$ cat config.mk
export PLATFORM = sky130hd
export DESIGN_NAME = lhist_div
export DESIGN_NICKNAME = d
export VERILOG_FILES = /design/src/rtl/core/lhist_pkg.sv /design/src/rtl/core/lhist_div.sv
export SDC_FILE = /design/constraint.sdc
export NUM_CORES = 1
export LEC_CHECK = 0
export BUFFER_PORTS_ARGS = -buffer_cell sky130_fd_sc_hd__buf_2
export CAP_MARGIN = 25
export CORE_UTILIZATION = 45
export DETAILED_ROUTE_END_ITERATION = 7
export PLACE_DENSITY = 0.74
export SLEW_MARGIN = 20
export SYNTH_ARGS = -nofsm -noshare
export SYNTH_HDL_FRONTEND = slang
export SYNTH_SLANG_ARGS = --single-unit
$ cat constraint.sdc
create_clock -name clk_i -period 3.5 [get_ports clk_i]
set_input_delay 0.175 -clock clk_i [delete_from_list [all_inputs] [get_ports clk_i]]
set_output_delay 0.175 -clock clk_i [all_outputs]
set_load 0.01 [all_outputs]
$ cat src/rtl/core/lhist_pkg.sv
// Types, constants and helper functions shared by the log2 latency histogram.
package lhist_pkg;

  localparam int unsigned DEF_BUCKETS = 32;
  localparam int unsigned SAMPLE_W    = 64;
  localparam int unsigned DIV_DW      = 64;
  localparam int unsigned DIV_VW      = 64;
  localparam int unsigned RANK_W      = 71;

  // Mode codes of an input item
  localparam logic [1:0] MODE_RECORD   = 2'd0;
  localparam logic [1:0] MODE_SNAPSHOT = 2'd1;
  localparam logic [1:0] MODE_CLEAR    = 2'd2;
  localparam logic [1:0] MODE_UNUSED   = 2'd3;

  // Percentile arithmetic
  localparam logic [6:0] PCT_SCALE  = 7'd100;
  localparam logic [6:0] PCT_MEDIAN = 7'd50;
  localparam logic [6:0] PCT_P95    = 7'd95;
  localparam logic [6:0] PCT_P99    = 7'd99;

  typedef enum logic [2:0] {
    ST_IDLE,
    ST_REC,
    ST_DIV_GO,
    ST_DIV_WAIT,
    ST_PRE_WALK,
    ST_WALK,
    ST_DONE
  } lhist_state_e;

  typedef struct packed {
    logic [1:0]  mode;
    logic [63:0] sample_ns;
  } lhist_item_t;

  typedef struct packed {
    logic [63:0] count_out;
    logic [63:0] median_bound;
    logic [63:0] p95_bound;
    logic [63:0] p99_bound;
    logic [63:0] largest_ns;
    logic [63:0] mean_ns;
  } lhist_result_t;

  // Add two counts, stick at all-ones on overflow
  function automatic logic [63:0] sat_add64(input logic [63:0] a, input logic [63:0] b);
    logic [64:0] s;
    s = {1'b0, a} + {1'b0, b};
    return s[64] ? '1 : s[63:0];
  endfunction

  // Upper bound of a bucket; the last bucket is open-ended
  function automatic logic [63:0] bound_of(input logic [6:0] idx, input logic [6:0] last);
    logic [63:0] one;
    one = 64'd1;
    if (idx >= last) begin
      return '1;
    end
    return one << idx[5:0];
  endfunction

endpackage

$ cat src/rtl/core/lhist_div.sv
// Restoring divider, one quotient bit per cycle, used for the snapshot mean.
module lhist_div
  import lhist_pkg::*;
(
  input  logic              clk_i,
  input  logic              rst_ni,
  input  logic              start_i,
  input  logic [DIV_DW-1:0] dividend_i,
  input  logic [DIV_VW-1:0] divisor_i,
  output logic              done_o,
  output logic [DIV_VW-1:0] quotient_o
);

  localparam logic [6:0] LAST_STEP = 7'(DIV_DW - 1);

  logic              run_q;
  logic              done_q;
  logic [6:0]        cnt_q;
  logic [DIV_DW-1:0] quo_q;
  logic [DIV_VW-1:0] rem_q;
  logic [DIV_VW-1:0] dvs_q;
  logic [DIV_VW:0]   trial;
  logic              fits;

  // Shift in the next dividend bit and try the subtract
  assign trial = {rem_q, quo_q[DIV_DW-1]};
  assign fits  = trial >= {1'b0, dvs_q};

  // Sequence the steps
  always_ff @(posedge clk_i or negedge rst_ni) begin
    if (!rst_ni) begin
      run_q  <= 1'b0;
      done_q <= 1'b0;
      cnt_q  <= '0;
    end else begin
      done_q <= 1'b0;
      if (start_i) begin
        run_q <= 1'b1;
        cnt_q <= '0;
      end else if (run_q) begin
        cnt_q <= cnt_q + 7'd1;
        if (cnt_q == LAST_STEP) begin
          run_q  <= 1'b0;
          done_q <= 1'b1;
        end
      end
    end
  end

  // Advance remainder and quotient
  always_ff @(posedge clk_i) begin
    if (start_i) begin
      quo_q <= dividend_i;
      rem_q <= '0;
      dvs_q <= divisor_i;
    end else if (run_q) begin
      rem_q <= fits ? DIV_VW'(trial - {1'b0, dvs_q}) : trial[DIV_VW-1:0];
      quo_q <= {quo_q[DIV_DW-2:0], fits};
    end
  end

  assign done_o     = done_q;
  assign quotient_o = quo_q[DIV_VW-1:0];

endmodule

==> results of run 1 <==
## worst reg2reg max path: stages, from the launching register on
cell and delay, ns:
sky130_fd_sc_hd__edfxtp_1 0.32, sky130_fd_sc_hd__inv_1 0.04, sky130_fd_sc_hd__ha_1 0.47, sky130_fd_sc_hd__a21o_1 0.20
sky130_fd_sc_hd__a21oi_1 0.13, sky130_fd_sc_hd__a21boi_1 0.21, sky130_fd_sc_hd__o31ai_2 0.10, sky130_fd_sc_hd__a311oi_2 0.44
sky130_fd_sc_hd__o211ai_2 0.21, sky130_fd_sc_hd__a21oi_4 0.27, sky130_fd_sc_hd__buf_12 0.26, sky130_fd_sc_hd__buf_12 0.21
sky130_fd_sc_hd__mux2i_1 0.25, sky130_fd_sc_hd__a211oi_1 0.10
## state kept, by name, summed over array words and instances (netlist names)
name,cells
run_q,1
cnt_q,7
dvs_q,64
rem_q,64
done_o,1
quotient_o,64
## layer usage
metal | wire [µm] | track usage
met2 | 15210 | 0.3908
met4 | 909 | 0.07327
met1 | 13610 | 0.2938
met5 | 0 | 0
met3 | 1989 | 0.03636
## cell usage after synthesis, types with 4 or more instances
library cell / count / area (µm²)
sky130_fd_sc_hd__edfxtp_1: 128 / 3844
sky130_fd_sc_hd__nor2_1: 88 / 330.3
sky130_fd_sc_hd__a21oi_1: 83 / 415.4
sky130_fd_sc_hd__inv_1: 82 / 307.8
sky130_fd_sc_hd__nand2_1: 76 / 285.3
sky130_fd_sc_hd__mux2_2: 66 / 743.2
sky130_fd_sc_hd__ha_1: 65 / 813.3
sky130_fd_sc_hd__dfxtp_1: 64 / 1281
sky130_fd_sc_hd__a211oi_1: 52 / 390.4
sky130_fd_sc_hd__o21ai_0: 52 / 260.3
sky130_fd_sc_hd__mux2i_1: 50 / 500.5
sky130_fd_sc_hd__clkbuf_1: 42 / 157.7
sky130_fd_sc_hd__a21o_1: 40 / 300.3
sky130_fd_sc_hd__xor2_1: 31 / 271.5
sky130_fd_sc_hd__xnor2_1: 28 / 245.2
sky130_fd_sc_hd__nand4_1: 23 / 143.9
sky130_fd_sc_hd__nor3_1: 23 / 115.1
sky130_fd_sc_hd__buf_2: 19 / 95.09
sky130_fd_sc_hd__o21bai_1: 16 / 120.1
sky130_fd_sc_hd__nand3_1: 15 / 75.07
sky130_fd_sc_hd__a31oi_1: 11 / 68.82
sky130_fd_sc_hd__o211ai_1: 11 / 82.58
sky130_fd_sc_hd__dfrtp_1: 9 / 225.2
sky130_fd_sc_hd__or3_1: 9 / 56.30
sky130_fd_sc_hd__nor2b_1: 8 / 50.05
sky130_fd_sc_hd__nand2b_1: 7 / 43.79
sky130_fd_sc_hd__and3_1: 6 / 37.54
sky130_fd_sc_hd__buf_6: 6 / 67.56
sky130_fd_sc_hd__o21a_1: 6 / 45.04
sky130_fd_sc_hd__and2_1: 5 / 31.28
sky130_fd_sc_hd__buf_4: 5 / 37.54
sky130_fd_sc_hd__o31ai_1: 5 / 37.54
sky130_fd_sc_hd__a41oi_1: 4 / 35.03
sky130_fd_sc_hd__o21ai_1: 4 / 20.02
## repair_timing
item,4_1_cts,5_1_grt
resized for setup,0,3
setup buffers,0,0
setup endpoints to repair,0,22
hold buffers,129,0
hold endpoints to repair,137,0
## stage by stage
step	hold slack [ns]	total power [mW]	util	cell area (µm²)	std cells
6_report	0.04796	5.940	0.5900	15510	1858
5_1_grt	0.06350	6.170	0.5900	15510	1858
4_1_cts	0.04810	5.973	0.5897	15500	1858
3_5_place_dp	0.04235	3.482	0.5125	13470	1687
3_3_place_gp	0.03949	3.468	0.5125	13470	1687
2_1_floorplan	-0.1206	3.216	-	12190	1207
## power by group through the flow
stage | Sequential, mW | Clock, mW | Combinational, mW
final | 2.76 | 2.37 | 0.819
after detailed placement | 2.79 | 0 | 0.688
after CTS | 2.75 | 2.42 | 0.804
after global routing | 2.77 | 2.51 | 0.892
after global placement | 2.79 | 0 | 0.677
after floorplan | 2.82 | 0 | 0.395
## cell families (layout without fill, tap and decap cells)
family | count (synthesis) | after routing
compound gates | 324 | 324
xor+xnor | 59 | 59
fa+ha+maj | 66 | 66
buf+inv | 157 | 473
flops | 201 | 201
mux | 116 | 116
simple gates | 284 | 284
## cells in the final DEF, fill, tap and decap left out, types with 64 or more instances in the layout
master	Yosys	final
sky130_fd_sc_hd__buf_2	19	194
sky130_fd_sc_hd__ha_1	65	65
sky130_fd_sc_hd__nand2_1	76	75
sky130_fd_sc_hd__a21oi_1	83	81
sky130_fd_sc_hd__inv_1	82	82
sky130_fd_sc_hd__dlygate4sd3_1	0	129
sky130_fd_sc_hd__mux2_2	66	66
sky130_fd_sc_hd__edfxtp_1	128	128
sky130_fd_sc_hd__dfxtp_1	64	64
sky130_fd_sc_hd__nor2_1	88	88
## final timing paths
kind / start / to / slack (ns) / depth (start not counted)
setup / recovery: dvs_q[10] / rem_q[9] / 0.15 / 13
hold / removal: rst_ni / cnt_q[2] / 0.05 / 2
max in group asynchronous: rst_ni / run_q / 3.24 / 2
hold reg to reg: rem_q[16] / rem_q[16] / 0.48 / 2
min in group clk_i: start_i / cnt_q[4] / 0.10 / 2
setup reg to reg: dvs_q[10] / rem_q[9] / 0.15 / 13
## final cells by class
type / count / share of cell area
multi-input combinational: 849 / 0.3986
tap: 335 / 0.02703
clock inverter: 10 / 0.005568
sequential: 201 / 0.3453
inverter: 83 / 0.02009
clock buffer: 32 / 0.04196
timing repair buffer: 348 / 0.1615
==> reports/qor_table.md, run 1 <==
| Result | This run | Unit |
|---|---|---|
| Total routing usage reported by global routing | 0.2281 | - |
| Required time worst endpoint | 3.88 | ns |
| Delay of the slowest cell on the worst path | 0.47 | ns |
| Half-perimeter wire length after placement | 21.22 | mm |
| Proportion of total power due to net switching | 0.2492 | - |
| Most used cell, CP | sky130_fd_sc_hd__buf_12 | - |
| Total grt overflow | 0 | - |
| Transition time at the pin with the least slew margin | 0.6453 | ns |
| Hold violation count in the final report | 0 | - |
| Maximum ir drop on the vdd rail | 310.6 | µV |
| Detailed-route wire length per cell | 17.07 | µm |
| Antenna violations before repair | 0 | - |
| Clock period minus worst slack | 3.351 | ns |
| Mapped Avg Cell Area | 10.10 | µm² |
| Violations in the final reports | design-rule violations | - |
| DRC violation total after the first TritonRoute iteration | 800 | - |
| Filler Cells Inserted | 2207 | - |
| Sequential cell area fraction in the yosys report | 0.4390 | - |
| Max FO, Critical Path | 34 | - |
| Setup total negative slack | 0 | ns |
| Via density per instance | 5.582 | - |
| Number of synthesized register bits | 201 | - |
| Clock skew | 0.01002 | ns |
| Flop pwr share | 0.464 | - |
| TritonCTS clock tree | built | - |
| CP Launch Type | flip-flop | - |
| Pin count of the biggest net entering global routing | 67 | - |
| Area used by multi-input combinational logic | 6181 | µm² |
| Nets in the synthesized netlist | 1404 | - |
| Total I/O pin count | 196 | - |
| Synth warnings | 0 | - |
| Num CTS Buffers | 23 | - |
| Die span in y | 166.6 | µm |
| Adder and majority gate portion of the synthesized area | 0.06837 | - |
| Least setup slack across all paths after layout | 0.1488 | ns |
| Area taken by flip-flops and latches | 5354 | µm² |
| Crit path kind | flip-flop to flip-flop | - |
| Leakage power figure | 6.708 | nW |
| Die Area | 27750 | µm² |
| Gpl congestion | 0.8673 | - |
| Number of placement rows | 59 | - |
| Crit path capture type | flip-flop | - |
| Worst relative slew slack | 0.5698 | - |
| Share of power burned in combinational logic | 0.138 | - |
| Starting utilization of the core area | 0.4638 | - |
| Cell type group with the largest total delay on the critical path | compound AO/OA/AOI/OAI gates | - |
| Arrival time at the worst endpoint | 3.73 | ns |
| Core Box Area | 26280 | µm² |
| Fmax achieved | 298.4 | MHz |
| Net load switching power | 1.480 | mW |
| Clk Latency, worst-skew pair | 0.53 | ns |
| Power density cells | 383.1 | nW/µm² |
| Synth Area in Simple Gates | 0.1133 | - |
| Internal power component | 4.460 | mW |
| Synth Cell Area | 12190 | µm² |
| Fraction of synthesis flops using an asynchronous set or reset pin | 0.04478 | - |
| Vias in the first global route | 10395 | - |
| Class of the tightest hold or removal check | primary input to asynchronous set/reset pin | - |
| Fraction of layout instances using a drive strength above 1 | 0.2298 | - |
| Post-CTS clock slew at the launch and capture registers of the worst setup and hold paths | 0.06 | ns |
| Chip Width | 166.6 | µm |
| Part of the power in the clock network | 0.398 | - |
| Diode insertion count for antenna repair | 0 | - |
| Outcome | finished with violations | - |
| Synth Instances | 1207 | - |
| First-pass GRT wire length | 52.04 | mm |
| Highest-delay cell along the critical path | sky130_fd_sc_hd__ha_1 | - |
| Buffers added on ports | 195 | - |
| First-pass DRT Iterations | 7 | - |
| Setup slack at placement | 0.1927 | ns |
| Number of synthesized flops with an enable pin | 128 | - |
| RSZ-0062 raised after global routing | false | - |
| P&R area growth vs syn | 27.22 | % |
| Final Net Count | 1703 | - |
| Pins over their slew limit | 0 | - |
| Cell Chain, Critical Path | inv_1 -> ha_1 -> a21o_1 -> a21oi_1 -> a21boi_1 -> o31ai_2 -> a311oi_2 -> o211ai_2 -> a21oi_4 -> buf_12 -> buf_12 -> mux2i_1 -> a211oi_1 | - |
| Xor and xnor fraction of the mapped netlist area | 0.04240 | - |
| Buffering stage count on the worst path with inverters included | 3 | - |
| Most frequently used flop master after synthesis | sky130_fd_sc_hd__edfxtp_1 | - |
| # DRC | 2 | - |
| Largest family of logic cells by synthesized area | compound AO/OA/AOI/OAI gates | - |
| Total detailed-routing wirelength | 31.72 | mm |
| H-tree level count | 1 | - |
| Total of endpoints with negative setup slack in the final report | 0 | - |
| Library cell used as clock root buffer | sky130_fd_sc_hd__clkbuf_16 | - |
| Max-cap violations | 0 | - |
| Number of distinct library cells after synthesis | 83 | - |
| Period utilization | 0.9575 | - |
| Multiplexer fraction of the synthesized cell area | 0.1020 | - |
| Longest Clk Path Bufs | 3 | - |
| Total number of vias | 10372 | - |
| Synth Area in Compound Gates | 0.1791 | - |
| Remaining antenna violation count | 0 | - |
| Clock sink count | 201 | - |
No activity file was read; power rests on OpenSTA's default activity.
==> run 2: changes to the inputs <==
--- a/config.mk
+++ b/config.mk
@@ -10,7 +10,6 @@
 export CORE_UTILIZATION = 45
 export DETAILED_ROUTE_END_ITERATION = 7
 export PLACE_DENSITY = 0.74
-export SLEW_MARGIN = 20
 export SYNTH_ARGS = -nofsm -noshare
 export SYNTH_HDL_FRONTEND = slang
 export SYNTH_SLANG_ARGS = --single-unit
==> constraint.sdc (replaced) <==
create_clock -name clk_i -period 3.1 [get_ports clk_i]
set_input_delay 0.155 -clock clk_i [delete_from_list [all_inputs] [get_ports clk_i]]
set_output_delay 0.155 -clock clk_i [all_outputs]
set_load 0.01 [all_outputs]
==> reports/qor_table.md, run 2 (same netlist as run 1, synthesis figures left out) <==
| Result | This run | Unit |
|---|---|---|
| Vias in the first global route | 10663 | - |
| Arrival time at the worst endpoint | 3.43 | ns |
| Internal power component | 5.022 | mW |
| Crit path kind | flip-flop to flip-flop | - |
| DRC violation total after the first TritonRoute iteration | 716 | - |
| DP Area | 13810 | µm² |
| P&R area growth vs syn | 31.95 | % |
| Required time worst endpoint | 3.47 | ns |
| Post-CTS clock slew at the launch and capture registers of the worst setup and hold paths | 0.06 | ns |
| Total I/O pin count | 196 | - |
| TritonCTS clock tree | built | - |
| Most common cell after layout, fill and taps aside | sky130_fd_sc_hd__buf_2 | - |
| Startpoint of the lowest-slack register-to-register path | dvs_q[0] | - |
| Buffers added on ports | 195 | - |
| Total grt overflow | 0 | - |
| Longest Clk Path Bufs | 3 | - |
| Final cell count without fillers | 1907 | - |
| Clk Latency, worst-skew pair | 0.52 | ns |
| Filler Cells Inserted | 2152 | - |
| Placed instance count | 1729 | - |
| Net load switching power | 1.697 | mW |
| RSZ-0062 raised after global routing | true | - |
| Total power | 6.718 | mW |
| Power density cells | 417.8 | nW/µm² |
| Transition time at the pin with the least slew margin | 0.9554 | ns |
| Chip Width | 166.6 | µm |
| Crit path capture type | flip-flop | - |
| Pin count of the biggest net entering global routing | 153 | - |
| Proportion of total power due to net switching | 0.2525 | - |
| Remaining antenna violation count | 0 | - |
| Flop2flop setup slack | 0.04 | ns |
| Commonest non-fill, non-tap cells in the layout | 194 x sky130_fd_sc_hd__buf_2, 129 x sky130_fd_sc_hd__dlygate4sd3_1, 128 x sky130_fd_sc_hd__edfxtp_1 | - |
| Library cell used as clock root buffer | sky130_fd_sc_hd__clkbuf_16 | - |
| Die span in y | 166.6 | µm |
| Total routing usage reported by global routing | 0.2390 | - |
| Part of the power in the clock network | 0.388 | - |
| Final design instance area without fill | 16080 | µm² |
| Core Box Area | 26280 | µm² |
| Antenna violations before repair | 2 | - |
| Worst relative slew slack | 0.3630 | - |
| Via density per instance | 5.534 | - |
| Starting utilization of the core area | 0.4638 | - |
| Total detailed-routing wirelength | 33.23 | mm |
| End of the worst register-to-register path | rem_q[54] | - |
| Hold violation count in the final report | 0 | - |
| Total number of vias | 10554 | - |
| Total of endpoints with negative setup slack in the final report | 0 | - |
| Leakage power figure | 6.969 | nW |
| Clock period minus worst slack | 3.060 | ns |
| Number of placement rows | 59 | - |
| Max FO, Critical Path | 4 | - |
| # DRC | 2 | - |
| Detailed-route wire length per cell | 17.43 | µm |
| Pins over their slew limit | 0 | - |
| Period utilization | 0.9870 | - |
| Maximum ir drop on the vdd rail | 436.7 | µV |
| Share of power burned in combinational logic | 0.149 | - |
| Violations in the final reports | design-rule violations | - |
| Fmax achieved | 326.8 | MHz |
| Gpl congestion | 0.9225 | - |
| Fraction of layout instances using a drive strength above 1 | 0.2764 | - |
| Final Net Count | 1751 | - |
| H-tree level count | 1 | - |
| Clock sink count | 201 | - |
| Class of the tightest hold or removal check | primary input to asynchronous set/reset pin | - |
| Max-cap violations | 0 | - |
| First-pass GRT wire length | 54.19 | mm |
| FF-to-FF path depth | 12 | - |
| CP Launch Type | flip-flop | - |
| First-pass DRT Iterations | 7 | - |
| Half-perimeter wire length after placement | 22.05 | mm |
| Outcome | finished with violations | - |
| Setup total negative slack | 0 | ns |
| Clock skew | 0.01109 | ns |
| Flop pwr share | 0.463 | - |
| Die Area | 27750 | µm² |
| Num CTS Buffers | 23 | - |
## run 2: cell count changes in the layout (fill, tap and decap cells not counted), moves of 4 or more
cell	previous run	this run
sky130_fd_sc_hd__a211oi_1	52	46
sky130_fd_sc_hd__a211oi_2	2	8
sky130_fd_sc_hd__buf_4	20	64
sky130_fd_sc_hd__ha_1	65	61
sky130_fd_sc_hd__ha_2	0	4
## run 2: worst max path at each step
stage,startpoint,endpoint,slack (ns),cells past startpoint
2_1_floorplan,quotient_o[63],rem_q[54],0.1,13
3_3_place_gp,dvs_q[1],rem_q[53],0.04,14
3_5_place_dp,dvs_q[1],rem_q[53],-0.07,14
4_1_cts,dvs_q[1],rem_q[7],0.0008,14
5_1_grt,dvs_q[1],rem_q[20],-0.1,14
6_report,dvs_q[0],rem_q[54],0.04,12
## run 2: per-layer routing
metal,share of wire,GRT usage,wire (µm)
met5,0,0,0
met4,0.033,0.08736,1113
met3,0.050,0.03137,1650
met2,0.48,0.4065,15970
met1,0.44,0.3109,14500
## run 2: timing repair
item,CTS,global route
pin swaps,3,14
gates resized for setup,4,47
endpoints found under the setup margin,8,65
setup buffers,0,6
endpoints found under the hold margin,137,0
hold buffers,129,0
## run 2: stage by stage
step / setup slack, ns / hold slack (ns) / utilization
floorplan: 0.09743 / -0.1406 / -
detailed placement: -0.06578 / 0.04782 / 0.5255
global placement: 0.03907 / 0.04380 / 0.5255
CTS: 0.0007871 / 0.04214 / 0.6020
finish: 0.04018 / 0.03170 / 0.6119
global route: -0.09987 / 0.06565 / 0.6119
## run 2: layout make-up
cell class	instances	area, µm²	share of cell area
Sequential cell	201	5354	0.3329
Inverter	83	311.5	0.01937
Multi-Input combinational cell	849	6385	0.3970
Tap cell	335	419.2	0.02606
Clock buffer	31	625.6	0.03890
Antenna cell	2	5.005	0.0003112
Clock inverter	10	81.33	0.005057
Timing Repair Buffer	396	2900	0.1803
## run 2: power by group through the flow
stage                     logic (mW)  clock network, mW  registers (mW)
final                          0.999               2.61            3.11
after global routing            1.08               2.76            3.13
after CTS                      0.960               2.66            3.10
after detailed placement       0.825                  0            3.16
after global placement         0.808                  0            3.15
after floorplan                0.446                  0            3.18
## run 2: worst max-delay path: stages, from the launching register on
cell                       delay, ns
sky130_fd_sc_hd__edfxtp_1       0.37
sky130_fd_sc_hd__ha_2           0.22
sky130_fd_sc_hd__fa_2           0.35
sky130_fd_sc_hd__nand2b_4       0.17
sky130_fd_sc_hd__a21oi_4        0.18
sky130_fd_sc_hd__nor2_4         0.07
sky130_fd_sc_hd__o31ai_4        0.26
sky130_fd_sc_hd__a21oi_2        0.12
sky130_fd_sc_hd__o311a_4        0.40
sky130_fd_sc_hd__o31a_1         0.37
sky130_fd_sc_hd__o21ai_2        0.15
sky130_fd_sc_hd__xnor2_1        0.13
sky130_fd_sc_hd__o221ai_1       0.14
==> run 3: changes to the inputs <==
--- a/config.mk
+++ b/config.mk
@@ -5,11 +5,12 @@
 export SDC_FILE = /design/constraint.sdc
 export NUM_CORES = 1
 export LEC_CHECK = 0
+export ABC_AREA = 1
 export BUFFER_PORTS_ARGS = -buffer_cell sky130_fd_sc_hd__buf_2
 export CAP_MARGIN = 25
 export CORE_UTILIZATION = 45
 export DETAILED_ROUTE_END_ITERATION = 7
-export PLACE_DENSITY = 0.74
+export PLACE_DENSITY = 0.73
 export SYNTH_ARGS = -nofsm -noshare
 export SYNTH_HDL_FRONTEND = slang
 export SYNTH_SLANG_ARGS = --single-unit
==> reports/qor_table.md, run 3 <==
| Result | This run | Unit |
|---|---|---|
| Synth Area in Simple Gates | 0.3711 | - |
| Pin count of the biggest net entering global routing | 65 | - |
| Clock sink count | 201 | - |
| Pins over their slew limit | 0 | - |
| Commonest non-fill, non-tap cells in the layout | 903 x sky130_fd_sc_hd__nand2_1, 443 x sky130_fd_sc_hd__inv_1, 194 x sky130_fd_sc_hd__buf_2 | - |
| Startpoint of the lowest-slack register-to-register path | dvs_q[32] | - |
| Transition time at the pin with the least slew margin | 0.7608 | ns |
| Synth Area in Compound Gates | 0.04331 | - |
| Num CTS Buffers | 24 | - |
| Nets in the synthesized netlist | 2389 | - |
| Total of endpoints with negative setup slack in the final report | 0 | - |
| Synth Instances | 2192 | - |
| Diode insertion count for antenna repair | 0 | - |
| Period utilization | 0.9006 | - |
| Remaining antenna violation count | 0 | - |
| Via density per instance | 4.956 | - |
| Total I/O pin count | 196 | - |
| Die span in y | 181.0 | µm |
| FF-to-FF path depth | 16 | - |
| P&R area growth vs syn | 23.61 | % |
| Leakage power figure | 9.807 | nW |
| Final design instance area without fill | 17820 | µm² |
| Setup total negative slack | 0 | ns |
| Starting utilization of the core area | 0.4569 | - |
| Most frequent cell after synthesis | sky130_fd_sc_hd__nand2_1 | - |
| Most common cell after layout, fill and taps aside | sky130_fd_sc_hd__nand2_1 | - |
| Cell types with the highest counts after synthesis | 903 x sky130_fd_sc_hd__nand2_1, 443 x sky130_fd_sc_hd__inv_1, 154 x sky130_fd_sc_hd__nand3_1 | - |
| Area taken by flip-flops and latches | 5350 | µm² |
| Required time worst endpoint | 3.53 | ns |
| Class of the tightest hold or removal check | primary input to asynchronous set/reset pin | - |
| Max FO, Critical Path | 26 | - |
| TritonCTS clock tree | built | - |
| First-pass GRT wire length | 75.56 | mm |
| # DRC | 0 | - |
| Synth top area cells | sky130_fd_sc_hd__edfxtp_1 27%, sky130_fd_sc_hd__nand2_1 24%, sky130_fd_sc_hd__inv_1 12% | - |
| Core Box Area | 31560 | µm² |
| Total routing usage reported by global routing | 0.2933 | - |
| Area used by multi-input combinational logic | 7089 | µm² |
| Crit path capture type | flip-flop | - |
| Outcome | completed | - |
| Number of placement rows | 65 | - |
| H-tree level count | 1 | - |
| Xor and xnor fraction of the mapped netlist area | 0.01883 | - |
| Synth warnings | 0 | - |
| Largest family of logic cells by synthesized area | simple AND/OR/NAND/NOR gates | - |
| Post-synth top area share | 0.2666 | - |
| Clock skew | 0.01175 | ns |
| Total number of vias | 14521 | - |
| End of the worst register-to-register path | rem_q[51] | - |
| Filler Cells Inserted | 3081 | - |
| Buffers added on ports | 195 | - |
| Gpl congestion | 1.012 | - |
| DP Area | 15770 | µm² |
| Crit path kind | flip-flop to flip-flop | - |
| Power density cells | 398.1 | nW/µm² |
| Multiplexer fraction of the synthesized cell area | 0 | - |
| Detailed-route wire length per cell | 16.41 | µm |
| Fmax achieved | 358.2 | MHz |
| Maximum ir drop on the vdd rail | 336.5 | µV |
| Half-perimeter wire length after placement | 36.75 | mm |
| Max-cap violations | 0 | - |
| Hold violation count in the final report | 0 | - |
| Number of synthesized register bits | 201 | - |
| Fraction of synthesis flops using an asynchronous set or reset pin | 0.04478 | - |
| Flop2flop setup slack | 0.31 | ns |
| Clock period minus worst slack | 2.792 | ns |
| CP Launch Type | flip-flop | - |
| Total detailed-routing wirelength | 48.07 | mm |
| First-pass DRT Iterations | 6 | - |
| DRC violation total after the first TritonRoute iteration | 1032 | - |
| Most frequently used flop master after synthesis | sky130_fd_sc_hd__edfxtp_1 | - |
| Antenna violations before repair | 0 | - |
| Chip Width | 181.0 | µm |
| Final Net Count | 2708 | - |
| Cell type contributing the most total cell area after synthesis | sky130_fd_sc_hd__edfxtp_1 | - |
| Number of distinct library cells after synthesis | 41 | - |
| Sequential cell area fraction in the yosys report | 0.3711 | - |
| Mapped Avg Cell Area | 6.577 | µm² |
| Worst relative slew slack | 0.4920 | - |
| Library cell used as clock root buffer | sky130_fd_sc_hd__clkbuf_16 | - |
| Vias in the first global route | 14285 | - |
| Longest Clk Path Bufs | 3 | - |
| Adder and majority gate portion of the synthesized area | 0.05780 | - |
| Arrival time at the worst endpoint | 3.22 | ns |
| RSZ-0062 raised after global routing | false | - |
| Post-CTS setup buffers | 0 | - |
| Synth Cell Area | 14420 | µm² |
| Clk Latency, worst-skew pair | 0.54 | ns |
| Post-CTS clock slew at the launch and capture registers of the worst setup and hold paths | 0.06 | ns |
| Die Area | 32760 | µm² |
| Total power | 7.093 | mW |
| Fraction of layout instances using a drive strength above 1 | 0.1183 | - |
| Number of synthesized flops with an enable pin | 128 | - |
| Total grt overflow | 0 | - |
==> run 3: area by class of cell <==
class                      count  share of cell area
sequential                   201              0.3002
timing repair buffer         341              0.1359
inverter                     451             0.09507
tap                          402             0.02823
clock inverter                 9            0.006319
clock buffer                  34             0.03637
multi-input combinational   1492              0.3978
==> run 3: worst max path at each step <==
stage | from | endpoint | slack (ns) | cells after the start
3_3_place_gp | dvs_q[32] | rem_q[51] | 0.41 | 16
6_report | dvs_q[32] | rem_q[51] | 0.31 | 16
4_1_cts | dvs_q[32] | rem_q[51] | 0.35 | 16
5_1_grt | dvs_q[32] | rem_q[52] | 0.03 | 16
3_5_place_dp | dvs_q[32] | rem_q[51] | 0.37 | 16
2_1_floorplan | run_q | quotient_o[0] | 0.07 | 3
==> run 3: logic make-up (layout without fill, tap and decap cells) <==
| logic type | Yosys count | count (layout) |
|---|---|---|
| AND/OR/NAND/NOR | 1280 | 1280 |
| flip-flops | 201 | 201 |
| buffers and inverters | 499 | 835 |
| XOR/XNOR | 31 | 31 |
| adder cells (fa/ha/maj) | 66 | 66 |
| AO/OA/AOI/OAI | 115 | 115 |
==> run 3: what timing repair did <==
item                      CTS  global route
resized for setup           0             0
hold buffers              129             0
hold endpoints to repair  137             0
==> run 3: metal layers <==
layer,up-vias,share of wire,GRT usage,wire (µm)
met5,-,0,0,0
li1,7326,-,-,-
met3,58,0.067,0.03588,3226
met1,6607,0.44,0.3830,21160
met2,530,0.47,0.5171,22650
met4,0,0.021,0.06508,1030
==> run 3: critical path, stage by stage (launching register included) <==
cell and delay [ns]:
sky130_fd_sc_hd__edfxtp_1 0.32, sky130_fd_sc_hd__inv_1 0.06, sky130_fd_sc_hd__ha_1 0.35, sky130_fd_sc_hd__nand2_1 0.12
sky130_fd_sc_hd__nor2_1 0.25, sky130_fd_sc_hd__nand2_1 0.23, sky130_fd_sc_hd__clkinv_1 0.08, sky130_fd_sc_hd__nand2_1 0.05
sky130_fd_sc_hd__nand2_1 0.15, sky130_fd_sc_hd__inv_1 0.11, sky130_fd_sc_hd__nand2_4 0.12, sky130_fd_sc_hd__nand2_4 0.16
sky130_fd_sc_hd__nand2_4 0.12, sky130_fd_sc_hd__buf_4 0.29, sky130_fd_sc_hd__nand3_1 0.14, sky130_fd_sc_hd__nand2_1 0.09
sky130_fd_sc_hd__nand2_1 0.04
==> run 3: power by group <==
part | leakage (nW) | switching, mW | total [mW] | internal [mW]
Combinational | 7.47 | 0.717 | 1.21 | 0.490
Clock | 0.371 | 1.14 | 2.77 | 1.63
Sequential | 1.96 | 0.0857 | 3.12 | 3.03
==> run 3: stage by stage <==
| stage | instances | setup slack (ns) | utilization | hold slack [ns] |
|---|---|---|---|---|
| after floorplan | 2192 | 0.06509 | - | -0.1406 |
| after global placement | 2758 | 0.4080 | 0.4997 | 0.02015 |
| after detailed placement | 2758 | 0.3686 | 0.4997 | 0.02273 |
| after CTS | 2930 | 0.3472 | 0.5647 | 0.08470 |
| after global routing | 2930 | 0.03239 | 0.5647 | 0.1099 |
| final | 2930 | 0.3081 | 0.5647 | 0.1208 |
